==> config.mk <==
export PLATFORM = sky130hd
export DESIGN_NAME = ssve_ctrl
export DESIGN_NICKNAME = d
export VERILOG_FILES = /design/src/rtl/ssve_pkg.sv /design/src/rtl/ssve_ctrl.sv
export SDC_FILE = /design/constraint.sdc
export NUM_CORES = 1
export LEC_CHECK = 0
export BUFFER_PORTS_ARGS = -buffer_cell sky130_fd_sc_hd__clkbuf_2
export CORE_MARGIN = 4
export CORE_UTILIZATION = 42
export DETAILED_ROUTE_END_ITERATION = 7
export PLACE_DENSITY = 0.77
export SKIP_LAST_GASP = 1
export SYNTH_ARGS = -nofsm -noshare
export SYNTH_HDL_FRONTEND = slang
export SYNTH_SLANG_ARGS = --single-unit
==> constraint.sdc <==
create_clock -name clk -period 2.04 [get_ports clk]
set_input_delay 0.408 -clock clk [delete_from_list [all_inputs] [get_ports clk]]
set_output_delay 0.408 -clock clk [all_outputs]
set_load 0.005 [all_outputs]
==> src/rtl/ssve_pkg.sv <==
`default_nettype none
// ----------------------------------------------------------------------------
// ssve_pkg
// Shared types, codes and constants of the slice sampler voice engine.
// ----------------------------------------------------------------------------
package ssve_pkg;

	localparam int VOICE_COUNT_DEF = 16;
	localparam int SLICE_DEPTH_DEF = 128;
	localparam int PCM_FRAMES_DEF  = 65536;

	localparam logic [7:0]  NOTE_BASE   = 8'd36;
	localparam logic [3:0]  ST_NOTE_ON  = 4'h9;
	localparam logic [3:0]  ST_CTRL     = 4'hB;
	localparam logic [7:0]  CC_ALL_OFF  = 8'd123;
	localparam logic [15:0] GAIN_MAX    = 16'd32768;

	typedef enum logic [2:0] {
		OP_MIDI  = 3'd0,
		OP_TICK  = 3'd1,
		OP_SLICE = 3'd2,
		OP_PCM   = 3'd3,
		OP_PANIC = 3'd4
	} op_t;

	typedef enum logic [2:0] {
		REG_GAIN   = 3'd0,
		REG_STEREO = 3'd1,
		REG_TOTAL  = 3'd2,
		REG_SCOUNT = 3'd3,
		REG_LOADED = 3'd4
	} reg_t;

	typedef enum logic [3:0] {
		S_IDLE,
		S_NOTE_RD,
		S_NOTE_CHK,
		S_NOTE_SCAN,
		S_NOTE_SET,
		S_TICK_VOICE,
		S_TICK_SLRD,
		S_TICK_POS,
		S_TICK_PCM,
		S_TICK_SCALE,
		S_TICK_MIX,
		S_TICK_OUT
	} state_t;

	// controller -> datapath
	typedef struct packed {
		logic latch;      // capture input item
		logic slice_wr;
		logic pcm_wr;
		logic silence;
		logic slice_rd;   // read slice table at note slice or voice slice
		logic rd_voice;   // slice read address from current voice
		logic scan_clr;
		logic scan_step;
		logic note_set;
		logic vsel_clr;
		logic vsel_next;
		logic pos_calc;
		logic pcm_rd;
		logic kill;
		logic scale;
		logic mix;
		logic mix_clr;
		logic emit;
	} cmd_t;

	// datapath -> controller
	typedef struct packed {
		logic note_ok;     // note-on in range, slice index ok
		logic note_nz;     // slice length nonzero
		logic clear_cc;    // controller 123
		logic scan_done;
		logic v_active;
		logic v_last;
		logic pos_ok;
	} stat_t;

	function automatic logic signed [15:0] clamp16(input logic signed [33:0] v);
		if (v > 34'sd32767) return 16'sh7fff;
		else if (v < -34'sd32768) return 16'sh8000;
		else return v[15:0];
	endfunction

endpackage
`default_nettype wire

==> src/rtl/ssve_ctrl.sv <==
`default_nettype none
// ----------------------------------------------------------------------------
// ssve_ctrl
// Sequencer: decodes an item and steps the datapath through it.
// ----------------------------------------------------------------------------
module ssve_ctrl
	import ssve_pkg::*;
(
	input  wire logic       clk,
	input  wire logic       arst_n,
	input  wire logic       start,
	input  wire logic [2:0] op,
	input  wire logic       loaded,
	input  wire stat_t      st,
	output logic            busy,
	output cmd_t            cmd
);
	state_t state_q, state_d;

	always_ff @(posedge clk or negedge arst_n) begin
		if (!arst_n) begin
			state_q <= S_IDLE;
		end else begin
			state_q <= state_d;
		end
	end

	always_comb begin
		state_d = state_q;
		cmd     = '0;
		busy    = (state_q != S_IDLE);
		unique case (state_q)
			S_IDLE: begin
				if (start) begin
					cmd.latch = 1'b1;
					case (op_t'(op))
						OP_MIDI:  state_d = S_NOTE_RD;
						OP_TICK: begin
							cmd.vsel_clr = 1'b1;
							cmd.mix_clr  = 1'b1;
							state_d = loaded ? S_TICK_VOICE : S_TICK_OUT;
						end
						OP_SLICE: cmd.slice_wr = 1'b1;
						OP_PCM:   cmd.pcm_wr   = 1'b1;
						OP_PANIC: cmd.silence  = 1'b1;
						default: ;
					endcase
				end
			end
			S_NOTE_RD: begin
				cmd.slice_rd = 1'b1;
				cmd.scan_clr = 1'b1;
				if (st.clear_cc) begin
					cmd.silence = 1'b1;
					state_d = S_IDLE;
				end else if (st.note_ok) begin
					state_d = S_NOTE_CHK;
				end else begin
					state_d = S_IDLE;
				end
			end
			S_NOTE_CHK: state_d = st.note_nz ? S_NOTE_SCAN : S_IDLE;
			S_NOTE_SCAN: begin
				cmd.scan_step = 1'b1;
				if (st.scan_done) state_d = S_NOTE_SET;
			end
			S_NOTE_SET: begin
				cmd.note_set = 1'b1;
				state_d = S_IDLE;
			end
			S_TICK_VOICE: begin
				if (st.v_active) begin
					cmd.slice_rd = 1'b1;
					cmd.rd_voice = 1'b1;
					state_d = S_TICK_SLRD;
				end else if (st.v_last) begin
					state_d = S_TICK_OUT;
				end else begin
					cmd.vsel_next = 1'b1;
				end
			end
			S_TICK_SLRD: begin
				cmd.slice_rd = 1'b1;
				cmd.rd_voice = 1'b1;
				state_d = S_TICK_POS;
			end
			S_TICK_POS: begin
				cmd.pos_calc = 1'b1;
				state_d = S_TICK_PCM;
			end
			S_TICK_PCM: begin
				if (st.pos_ok) begin
					cmd.pcm_rd = 1'b1;
					state_d = S_TICK_SCALE;
				end else begin
					cmd.kill = 1'b1;
					if (st.v_last) state_d = S_TICK_OUT;
					else begin
						cmd.vsel_next = 1'b1;
						state_d = S_TICK_VOICE;
					end
				end
			end
			S_TICK_SCALE: begin
				cmd.scale = 1'b1;
				state_d = S_TICK_MIX;
			end
			S_TICK_MIX: begin
				cmd.mix = 1'b1;
				if (st.v_last) state_d = S_TICK_OUT;
				else begin
					cmd.vsel_next = 1'b1;
					state_d = S_TICK_VOICE;
				end
			end
			S_TICK_OUT: begin
				cmd.emit = 1'b1;
				state_d = S_IDLE;
			end
			default: state_d = S_IDLE;
		endcase
	end

	assert property (@(posedge clk) disable iff (!arst_n)
		cmd.emit |=> state_q == S_IDLE)
		else $error("emit not followed by idle");
	assert property (@(posedge clk) disable iff (!arst_n)
		(start && !busy && op == OP_TICK) |-> ##1 busy)
		else $error("tick not started");
	assert property (@(posedge clk) disable iff (!arst_n)
		(cmd.note_set) |-> $past(state_q) == S_NOTE_SCAN)
		else $error("note set without scan");
endmodule
`default_nettype wire

==> impl_metrics.env, run 1 <==
export IMPL_gr_usage_met1_pct=25.5
export IMPL_n_antenna_cell=0
export IMPL_vias=783
export IMPL_synth_main_ff_cell="dfrtp_1"
export IMPL_yosysWarnings=0
export IMPL_fillers=114
export IMPL_drive_above_1_share_pct=56.9
export IMPL_synthToLayoutAreaGrowth_pct=58.7
export IMPL_cts_root_buffer="clkbuf_4"
export IMPL_ff_latch_area_um2=104
export IMPL_p_per_area_nw_per_um2=921
export IMPL_boundaryPins=33
export IMPL_hold_class="in -> reg"
export IMPL_grt_pass1_wl_mm=2.97
export IMPL_syn_instance_count=79
export IMPL_pre_cts_ws_ns=0.177
export IMPL_reg2reg_from="state_q[3]"
export IMPL_busiest_layer="met2"
export IMPL_setup_viol=0
export IMPL_die_h_um=45.1
export IMPL_multi_input_comb_area_um2=450
export IMPL_worstPathCellList="buf_4, or4b_4, nor2_2, buf_2"
export IMPL_wl_mm=1.92
export IMPL_wl_per_cell_um=13.9
export IMPL_dieArea_um2=2030
export IMPL_overflow=0
export IMPL_power_uw=845
export IMPL_final_max_slew_viol_count=0
export IMPL_worstHoldEndpoint="state_q[0]"
export IMPL_antenna_found_initial=0
export IMPL_critPathKind="reg -> out"
export IMPL_rsz0062_at_grt="yes"
export IMPL_core_rowCount=13
export IMPL_viasPerCell=5.67
export IMPL_post_route_min_period_ns=2.01
export IMPL_dp_hpwl_mm=1.38
export IMPL_largest_register_ffs=4
export IMPL_r2r_slack_ns=0.40
export IMPL_final_cell_mix="29 x clkbuf_2, 10 x nor2_1, 9 x buf_4, 6 x inv_1"
export IMPL_ir_drop_v=0.000550
export IMPL_dr_pass1_iters=4
export IMPL_slew_limit_headroom_pct=73.9
export IMPL_synth_seq_cells=4
export IMPL_status="finished, final reports clean"
export IMPL_async_flop_share_pct=100
export IMPL_drt_antenna_violating_nets=0
export IMPL_max_stage_delay_ns=0.55
export IMPL_clk_path_buf_depth=2
export IMPL_clock_skew_ns=0.00589
export IMPL_synth_fp_nets=93
export IMPL_drv_cap=0
export IMPL_synth_edf_count=0
export IMPL_synthDistinctLibCells=36
export IMPL_fin_nets=139
export IMPL_holdWs_ns=0.498
export IMPL_worstHoldStart="st[3]"
export IMPL_gp_congestion=0.926
export IMPL_start_kind="flop"
export IMPL_fin_ws_ns=0.0310
export IMPL_path_clk_slew_ns=0.04
export IMPL_drc_errors=0
export IMPL_worstRegToRegCells=5
export IMPL_regMostFlops="state_q"
export IMPL_die_w_um=45.1
export IMPL_final_hold_viol_count=0
export IMPL_grt_pass1_vias=705
export IMPL_grt_max_degree=12
export IMPL_grtUsageMet2_pct=33.1
export IMPL_syn_area_um2=578
export IMPL_drt_iter0_markers=17
export IMPL_yosys_area_top_type="dfrtp_1"
export IMPL_clock_sinks=4
export IMPL_whs_path_depth=4
export IMPL_cp_required_ns=1.63
export IMPL_crit_slowest_cell="or4b_4"
export IMPL_period_share_pct=98.5
export IMPL_htree_levels=1
export IMPL_leakage_nw=0.437
export IMPL_cp_data_arrival_time_ns=1.60
export IMPL_gr_usage_met3_pct=2.39
export IMPL_tightest_slew_ns=0.389
export IMPL_numCtsBuffers=3
export IMPL_r2r_end="state_q[1]"
export IMPL_path_max_fanout=4
export IMPL_avgSynthCellArea_um2=7.32
export IMPL_synth_top_area_share_pct=17.3
export IMPL_worstSetupEndpointType="output port"
export IMPL_cts_tree="built"
export IMPL_synth_area_top_cells="dfrtp_1 17%, nor2_1 7.8%, nor3_1 5.2%, buf_4 5.2%, nand2b_1 4.3%"
export IMPL_clk_insertion_delay_late_ns=0.24
export IMPL_final_common_cell="clkbuf_2"
export IMPL_gr_usage_all_layers_pct=20.0
export IMPL_core_area_um2=1300
export IMPL_fmax_mhz=498
export IMPL_portBuffers=32
export IMPL_start_util_pct=44.4
export IMPL_ys_seq_area_share_pct=17.3
export IMPL_reg_top3="state_q (4)"
## power breakdown
part / total, mW / internal, mW / leakage [nW] / switching, mW
registers: 0.139 / 0.104 / 0.0496 / 0.0349
logic: 0.604 / 0.305 / 0.373 / 0.299
clock network: 0.101 / 0.0660 / 0.0138 / 0.0354
## worst max-delay path, delay by kind of cell, from the launching register on
kind,cells,cell delay (ns)
DFF,1,0.44
buffers and inverters,2,0.26
and+or+nand+nor,2,0.66
## cell usage after synthesis (2+ instances only)
cell type	count
dfrtp_1	4
nor3_1	6
buf_4	4
nand2_1	6
nor4_1	2
nand2b_1	4
inv_2	2
o211ai_1	2
inv_1	6
o41ai_1	2
nor4_2	2
a21oi_1	4
nor2_1	12
## worst max path at each step
| stage | startpoint | to | slack [ns] | depth (start not counted) |
|---|---|---|---|---|
| finish | state_q[2] | cmd[5] | 0.03 | 4 |
| global route | state_q[2] | cmd[14] | -0.04 | 4 |
| CTS | state_q[0] | cmd[5] | 0.005 | 4 |
| detailed placement | state_q[1] | cmd[7] | 0.18 | 4 |
| global placement | state_q[1] | cmd[5] | 0.23 | 4 |
| floorplan | state_q[1] | cmd[7] | 0.29 | 4 |
## through the flow
stage          cells  utilization [%]  TNS [ns]  instance area (um^2)
3_3_place_gp     128             59.0         0                   768
2_1_floorplan     79                -         0                   578
3_5_place_dp     128             59.0         0                   768
4_1_cts          133             62.5         0                   813
5_1_grt          138             70.5    -0.139                   917
6_report         138             70.5         0                   917
## kinds of logic after synthesis
logic type,count (synthesis),synth area share (%)
flops,4,17.3
buf+inv,13,12.3
simple gates,44,47.6
mux,1,1.95
compound gates,17,20.8
## repair_timing
item,in CTS,in global routing
hold endpoints to repair,4,0
buffers inserted,1,5
hold buffers,1,0
pin swaps,0,4
setup endpoints to repair,6,7
resized for setup,2,17
## routing by layer
layer,share of wire [%],vias to the layer above
met5,0,-
met4,1.1,0
met3,8.8,4
met2,49,39
met1,41,362
li1,-,378
## final cells by class
type                            instances  area share [%]
Clock buffer                            3            2.46
Multi-Input combinational cell         62            49.1
Timing Repair Buffer                   46            31.8
Tap cell                               15            2.05
Sequential cell                         4            11.3
Inverter                                8            3.27
Power figures use the tool's default switching activity.
==> inputs of run 2 (changes only) <==
--- a/config.mk
+++ b/config.mk
@@ -7,9 +7,10 @@
 export LEC_CHECK = 0
 export BUFFER_PORTS_ARGS = -buffer_cell sky130_fd_sc_hd__clkbuf_2
 export CORE_MARGIN = 4
-export CORE_UTILIZATION = 42
+export CORE_UTILIZATION = 38
+export CTS_CLUSTER_DIAMETER = 50
 export DETAILED_ROUTE_END_ITERATION = 7
-export PLACE_DENSITY = 0.77
+export PLACE_DENSITY = 0.73
 export SKIP_LAST_GASP = 1
 export SYNTH_ARGS = -nofsm -noshare
 export SYNTH_HDL_FRONTEND = slang
==> constraint.sdc (replaced) <==
create_clock -name clk -period 1.8 [get_ports clk]
set_input_delay 0.36 -clock clk [delete_from_list [all_inputs] [get_ports clk]]
set_output_delay 0.36 -clock clk [all_outputs]
set_load 0.005 [all_outputs]
==> run 2 against run 1 <==
Against the previous run:
- the run now ends with negative setup slack left
- combinational power up 19%
- count of clock-buffer cells in the layout unchanged
- total power up 18%
- sequential power up 19%
- flip-flop and latch count unchanged
- wire length up 5.3%
- final cell count up 1.4%
- global-route usage up 0.56 points
- sequential share of layout area down 0.40 points
- critical path depth unchanged
- setup slack worse by 0.15 ns
==> impl_metrics.env, run 2 (synthesis results as in run 1) <==
export IMPL_clk_path_buf_depth=2
export IMPL_slew_limit_headroom_pct=75.4
export IMPL_cp_required_ns=1.44
export IMPL_worstRegToRegCells=6
export IMPL_setup_viol=5
export IMPL_synthToLayoutAreaGrowth_pct=66.5
export IMPL_n_antenna_cell=0
export IMPL_grt_max_degree=15
export IMPL_tightest_slew_ns=0.367
export IMPL_dieArea_um2=2210
export IMPL_htree_levels=1
export IMPL_hold_class="in -> reg"
export IMPL_reg_top3="state_q (4)"
export IMPL_violations="negative setup slack"
export IMPL_drt_iter0_markers=11
export IMPL_period_share_pct=106
export IMPL_whs_path_depth=3
export IMPL_portBuffers=32
export IMPL_gp_congestion=0.883
export IMPL_wl_per_cell_um=14.5
export IMPL_holdWs_ns=0.433
export IMPL_gr_usage_met1_pct=24.6
export IMPL_viasPerCell=5.55
export IMPL_overflow=0
export IMPL_path_depth=4
export IMPL_post_route_min_period_ns=1.91
export IMPL_boundaryPins=33
export IMPL_fin_util_pct=70.4
export IMPL_die_h_um=47
export IMPL_grt_pass1_vias=745
export IMPL_stdcell_count=140
export IMPL_numCtsBuffers=3
export IMPL_path_clk_slew_ns=0.04
export IMPL_busiest_layer="met2"
export IMPL_cts_tree="built"
export IMPL_crit_slowest_cell="or4_4"
export IMPL_start_kind="flop"
export IMPL_fin_nets=141
export IMPL_die_w_um=47
export IMPL_power_uw=998
export IMPL_core_area_um2=1370
export IMPL_rsz0062_at_grt="yes"
export IMPL_worstSetupEndpointType="output port"
export IMPL_p_per_area_nw_per_um2=1040
export IMPL_crit_buf_inv=1
export IMPL_gr_usage_met3_pct=1.53
export IMPL_final_max_slew_viol_count=0
export IMPL_fin_ws_ns=-0.114
export IMPL_wl_mm=2.02
export IMPL_leakage_nw=0.449
export IMPL_path_max_fanout=4
export IMPL_final_common_cell="clkbuf_2"
export IMPL_status="finished, violations left"
export IMPL_place_inst=130
export IMPL_largest_register_ffs=4
export IMPL_pre_cts_ws_ns=0.0316
export IMPL_drive_above_1_share_pct=60.8
export IMPL_dp_hpwl_mm=1.55
export IMPL_vias=777
export IMPL_drt_antenna_violating_nets=0
export IMPL_cp_data_arrival_time_ns=1.55
export IMPL_cts_root_buffer="clkbuf_4"
export IMPL_core_rowCount=13
export IMPL_fillers=121
export IMPL_worstPathCellList="nand2b_4, or4_4, o41ai_2, buf_2"
export IMPL_fmax_mhz=522
export IMPL_dr_pass1_iters=4
export IMPL_clock_sinks=4
export IMPL_drv_cap=0
export IMPL_final_hold_viol_count=0
export IMPL_antenna_found_initial=0
export IMPL_gr_usage_all_layers_pct=20.5
export IMPL_grt_pass1_wl_mm=3.24
export IMPL_clock_skew_ns=0.00625
export IMPL_drc_errors=0
export IMPL_start_util_pct=42.3
export IMPL_final_cell_mix="29 x clkbuf_2, 11 x nor2_1, 11 x buf_4, 6 x inv_1"
export IMPL_ir_drop_v=0.000791
export IMPL_max_stage_delay_ns=0.49
export IMPL_clk_insertion_delay_late_ns=0.23
export IMPL_cp_top_family="simple AND/OR/NAND/NOR gates"
export IMPL_critPathKind="reg -> out"
export IMPL_regMostFlops="state_q"
export IMPL_grtUsageMet2_pct=37.1
## run 2: changes by cell type in the layout (fill, tap and decap cells not counted), sizes merged
cell	before	now
buf	16	18
## run 2: worst register-to-register path, stage by stage, from the launching register on
cell	delay [ns]
dfrtp_2	0.45
buf_4	0.15
buf_4	0.14
nor4_2	0.23
nand2_1	0.07
a311o_1	0.37
o211ai_1	0.19
## run 2: path summary, 6_finish.rpt
check                           start    endpoint  slack, ns
hold reg to reg            state_q[0]  state_q[2]       0.84
max in group asynchronous      arst_n  state_q[3]       1.20
hold / removal                 loaded  state_q[2]       0.43
min in group asynchronous      arst_n  state_q[1]       0.46
setup / recovery           state_q[1]      cmd[7]      -0.11
setup reg to reg           state_q[2]  state_q[0]       0.09
## run 2: report_power, final
part,total (mW),switching (mW),internal [mW]
Clock,0.110,0.0354,0.0745
Sequential,0.166,0.0473,0.119
Combinational,0.721,0.356,0.365
## run 2: cell type report
| class | count | area, um^2 | area share (%) |
|---|---|---|---|
| Multi-Input combinational cell | 62 | 488 | 50.7 |
| Sequential cell | 4 | 105 | 10.9 |
| Tap cell | 15 | 18.8 | 1.95 |
| Timing Repair Buffer | 48 | 298 | 30.9 |
| Clock buffer | 3 | 22.5 | 2.34 |
| Inverter | 8 | 30.0 | 3.12 |
## run 2: metrics by stage
stage | instance area (um^2) | setup TNS [ns]
floorplan | 578 | 0
global placement | 783 | 0
detailed placement | 783 | 0
CTS | 936 | -0.389
global route | 962 | -0.942
finish | 962 | -0.310
## run 2: repair_timing
item / 4_1_cts / 5_1_grt
endpoints found under the hold margin: 4 / 0
pin swaps: 4 / 5
setup buffers: 5 / 1
endpoints found under the setup margin: 9 / 11
resized for setup: 18 / 8
hold buffers: 1 / 0
## run 2: metal layers
metal	vias up	wire (um)	part of all wire, %
met5	-	0	0
met1	354	816	40
li1	388	-	-
met4	0	34	1.7
met2	31	1050	52
met3	4	120	5.9
==> inputs of run 3 (changes only) <==
--- a/config.mk
+++ b/config.mk
@@ -10,6 +10,7 @@
 export CORE_UTILIZATION = 38
 export CTS_CLUSTER_DIAMETER = 50
 export DETAILED_ROUTE_END_ITERATION = 7
+export GPL_TIMING_DRIVEN = 0
 export PLACE_DENSITY = 0.73
 export SKIP_LAST_GASP = 1
 export SYNTH_ARGS = -nofsm -noshare
==> run 3 against run 2 <==
Against the previous run:
- the flow still finishes with violations (negative setup slack)
- critical path type unchanged
- clock power grew 5%
- final cell count grew 5.7%
- count of clock-buffer cells in the layout is the same
- first-iteration DRC count grew to 3.5 times the previous value
- critical endpoint unchanged
- non-clock buffer count grew 8
- largest cell class unchanged
- flip-flop and latch count is the same
- critical path depth is the same
- wire length grew 12%
- utilization grew 6.2 points
==> impl_metrics.env, run 3 (synthesis results as in run 1) <==
export IMPL_wl_per_cell_um=15.3
export IMPL_switching_share_pct=42.9
export IMPL_core_area_um2=1370
export IMPL_p_per_area_nw_per_um2=1110
export IMPL_portBuffers=32
export IMPL_violations="negative setup slack"
export IMPL_p_switching_uw=500
export IMPL_crit_slowest_cell="or4_4"
export IMPL_final_hold_viol_count=0
export IMPL_vias=866
export IMPL_r2r_end="state_q[2]"
export IMPL_clk_insertion_delay_late_ns=0.24
export IMPL_path_depth=4
export IMPL_htree_levels=1
export IMPL_tightest_slew_ns=0.332
export IMPL_regMostFlops="state_q"
export IMPL_critPathKind="reg -> out"
export IMPL_slew_limit_headroom_pct=77.7
export IMPL_drv_cap=0
export IMPL_power_internal_uw=664
export IMPL_cp_data_arrival_time_ns=1.67
export IMPL_cts_tree="built"
export IMPL_dieArea_um2=2210
export IMPL_grt_pass1_vias=798
export IMPL_p_comb_share_pct=78.4
export IMPL_worstHoldStart="st[3]"
export IMPL_grt_max_degree=11
export IMPL_pwr_share_seq_pct=11.6
export IMPL_largest_register_ffs=4
export IMPL_crit_buf_inv=1
export IMPL_boundaryPins=33
export IMPL_final_max_slew_viol_count=0
export IMPL_whs_path_depth=4
export IMPL_grt_pass1_wl_mm=3.32
export IMPL_worstHoldEndpoint="state_q[0]"
export IMPL_rsz0062_at_grt="yes"
export IMPL_r2r_slack_ns=0.05
export IMPL_clk_path_buf_depth=2
export IMPL_final_cell_mix="25 x clkbuf_2, 16 x buf_4, 10 x nor2_1, 7 x buf_2"
export IMPL_drive_above_1_share_pct=62.4
export IMPL_setup_viol=9
export IMPL_start_util_pct=42.3
export IMPL_worstSetupEndpointType="output port"
export IMPL_status="finished, violations left"
export IMPL_dr_pass1_iters=4
export IMPL_stdcell_count=148
export IMPL_post_route_min_period_ns=2.03
export IMPL_gr_usage_all_layers_pct=21.6
export IMPL_die_w_um=47
export IMPL_reg_top3="state_q (4)"
export IMPL_start_kind="flop"
export IMPL_leakage_nw=0.506
export IMPL_cts_root_buffer="clkbuf_4"
export IMPL_path_clk_slew_ns=0.04
export IMPL_final_setup_tns_ns=-1.12
export IMPL_fin_nets=149
export IMPL_drc_errors=0
export IMPL_path_max_fanout=7
export IMPL_fillers=90
export IMPL_die_h_um=47
export IMPL_overflow=0
export IMPL_wl_mm=2.27
export IMPL_synthToLayoutAreaGrowth_pct=81.2
export IMPL_period_share_pct=113
export IMPL_clock_sinks=4
export IMPL_n_antenna_cell=0
export IMPL_drt_iter0_markers=39
export IMPL_hold_class="in -> reg"
export IMPL_ir_drop_v=0.000599
export IMPL_cp_required_ns=1.44
export IMPL_numCtsBuffers=3
export IMPL_fin_ws_ns=-0.226
export IMPL_drt_antenna_violating_nets=0
export IMPL_clkPwrFrac_pct=10.0
export IMPL_core_rowCount=13
export IMPL_placed_area_um2=757
export IMPL_holdWs_ns=0.447
export IMPL_fmax_mhz=493
export IMPL_final_common_cell="clkbuf_2"
export IMPL_worstRegToRegCells=9
export IMPL_reg2reg_from="state_q[1]"
export IMPL_antenna_found_initial=0
export IMPL_stdcell_area_um2=1050
export IMPL_max_stage_delay_ns=0.48
export IMPL_worstPathCellList="nand2b_1, or4_4, o41ai_2, buf_2"
export IMPL_cp_top_family="simple AND/OR/NAND/NOR gates"
export IMPL_dp_hpwl_mm=1.38
export IMPL_clock_skew_ns=0.0107
export IMPL_gp_congestion=0.827
export IMPL_place_inst=126
export IMPL_viasPerCell=5.85
[run 3: changes by cell type in the layout (fill, tap and decap cells not counted), sizes merged]
cell and change:
buf +12, clkbuf -4
[run 3: cell type report]
type                            instances  area [um^2]  share of cell area (%)
Timing Repair Buffer                   52          333                    31.8
Clock buffer                            3         22.5                    2.15
Tap cell                               15         18.8                    1.79
Multi-Input combinational cell         62          497                    47.4
Sequential cell                         4          101                    9.68
Inverter                                8         30.0                    2.87
Buffer                                  4         45.0                    4.30
[run 3: worst reg2reg max path, stage by stage (launching register included)]
cell	delay, ns
dfrtp_1	0.39
buf_6	0.13
buf_12	0.12
buf_6	0.11
buf_4	0.12
buf_4	0.13
nand4bb_1	0.09
o211ai_1	0.11
a221oi_1	0.31
o21ai_1	0.09
[run 3: power by group through the flow]
stage          Sequential, mW  Combinational (mW)  Clock, mW
2_1_floorplan           0.132               0.383          0
3_3_place_gp            0.136               0.536          0
3_5_place_dp            0.139               0.537          0
4_1_cts                 0.133               0.806      0.117
5_1_grt                 0.137               0.971      0.120
6_report                0.135               0.913      0.116
[run 3: worst max path at each step]
| stage | startpoint | endpoint | slack [ns] |
|---|---|---|---|
| 6_report | state_q[3] | cmd[7] | -0.23 |
| 2_1_floorplan | state_q[1] | cmd[7] | 0.10 |
| 3_3_place_gp | state_q[1] | cmd[7] | -0.16 |
| 4_1_cts | state_q[1] | cmd[7] | -0.20 |
| 5_1_grt | state_q[0] | cmd[15] | -0.28 |
| 3_5_place_dp | state_q[1] | cmd[7] | -0.18 |
[run 3: metrics by stage]
step | setup WS (ns) | power [mW] | utilization, %
after floorplan | 0.100 | 0.514 | -
after global placement | -0.165 | 0.672 | 55.4
after detailed placement | -0.183 | 0.676 | 55.4
after CTS | -0.200 | 1.06 | 72.6
after global routing | -0.279 | 1.23 | 76.6
final | -0.226 | 1.16 | 76.6
[run 3: what timing repair did]
action                                  in CTS  in global routing
setup buffers                               17                  2
pin swaps                                    8                  8
resized for setup                           17                 15
endpoints found under the hold margin        4                  0
endpoints found under the setup margin      12                 17
hold buffers                                 1                  0
[run 3: metal layers]
layer,track usage (%),up-vias,part of all wire [%]
met2,38.2,73,49
met3,4.21,12,12
met4,9.94,0,2.6
li1,-,400,-
met1,24.7,381,36
met5,0,-,0
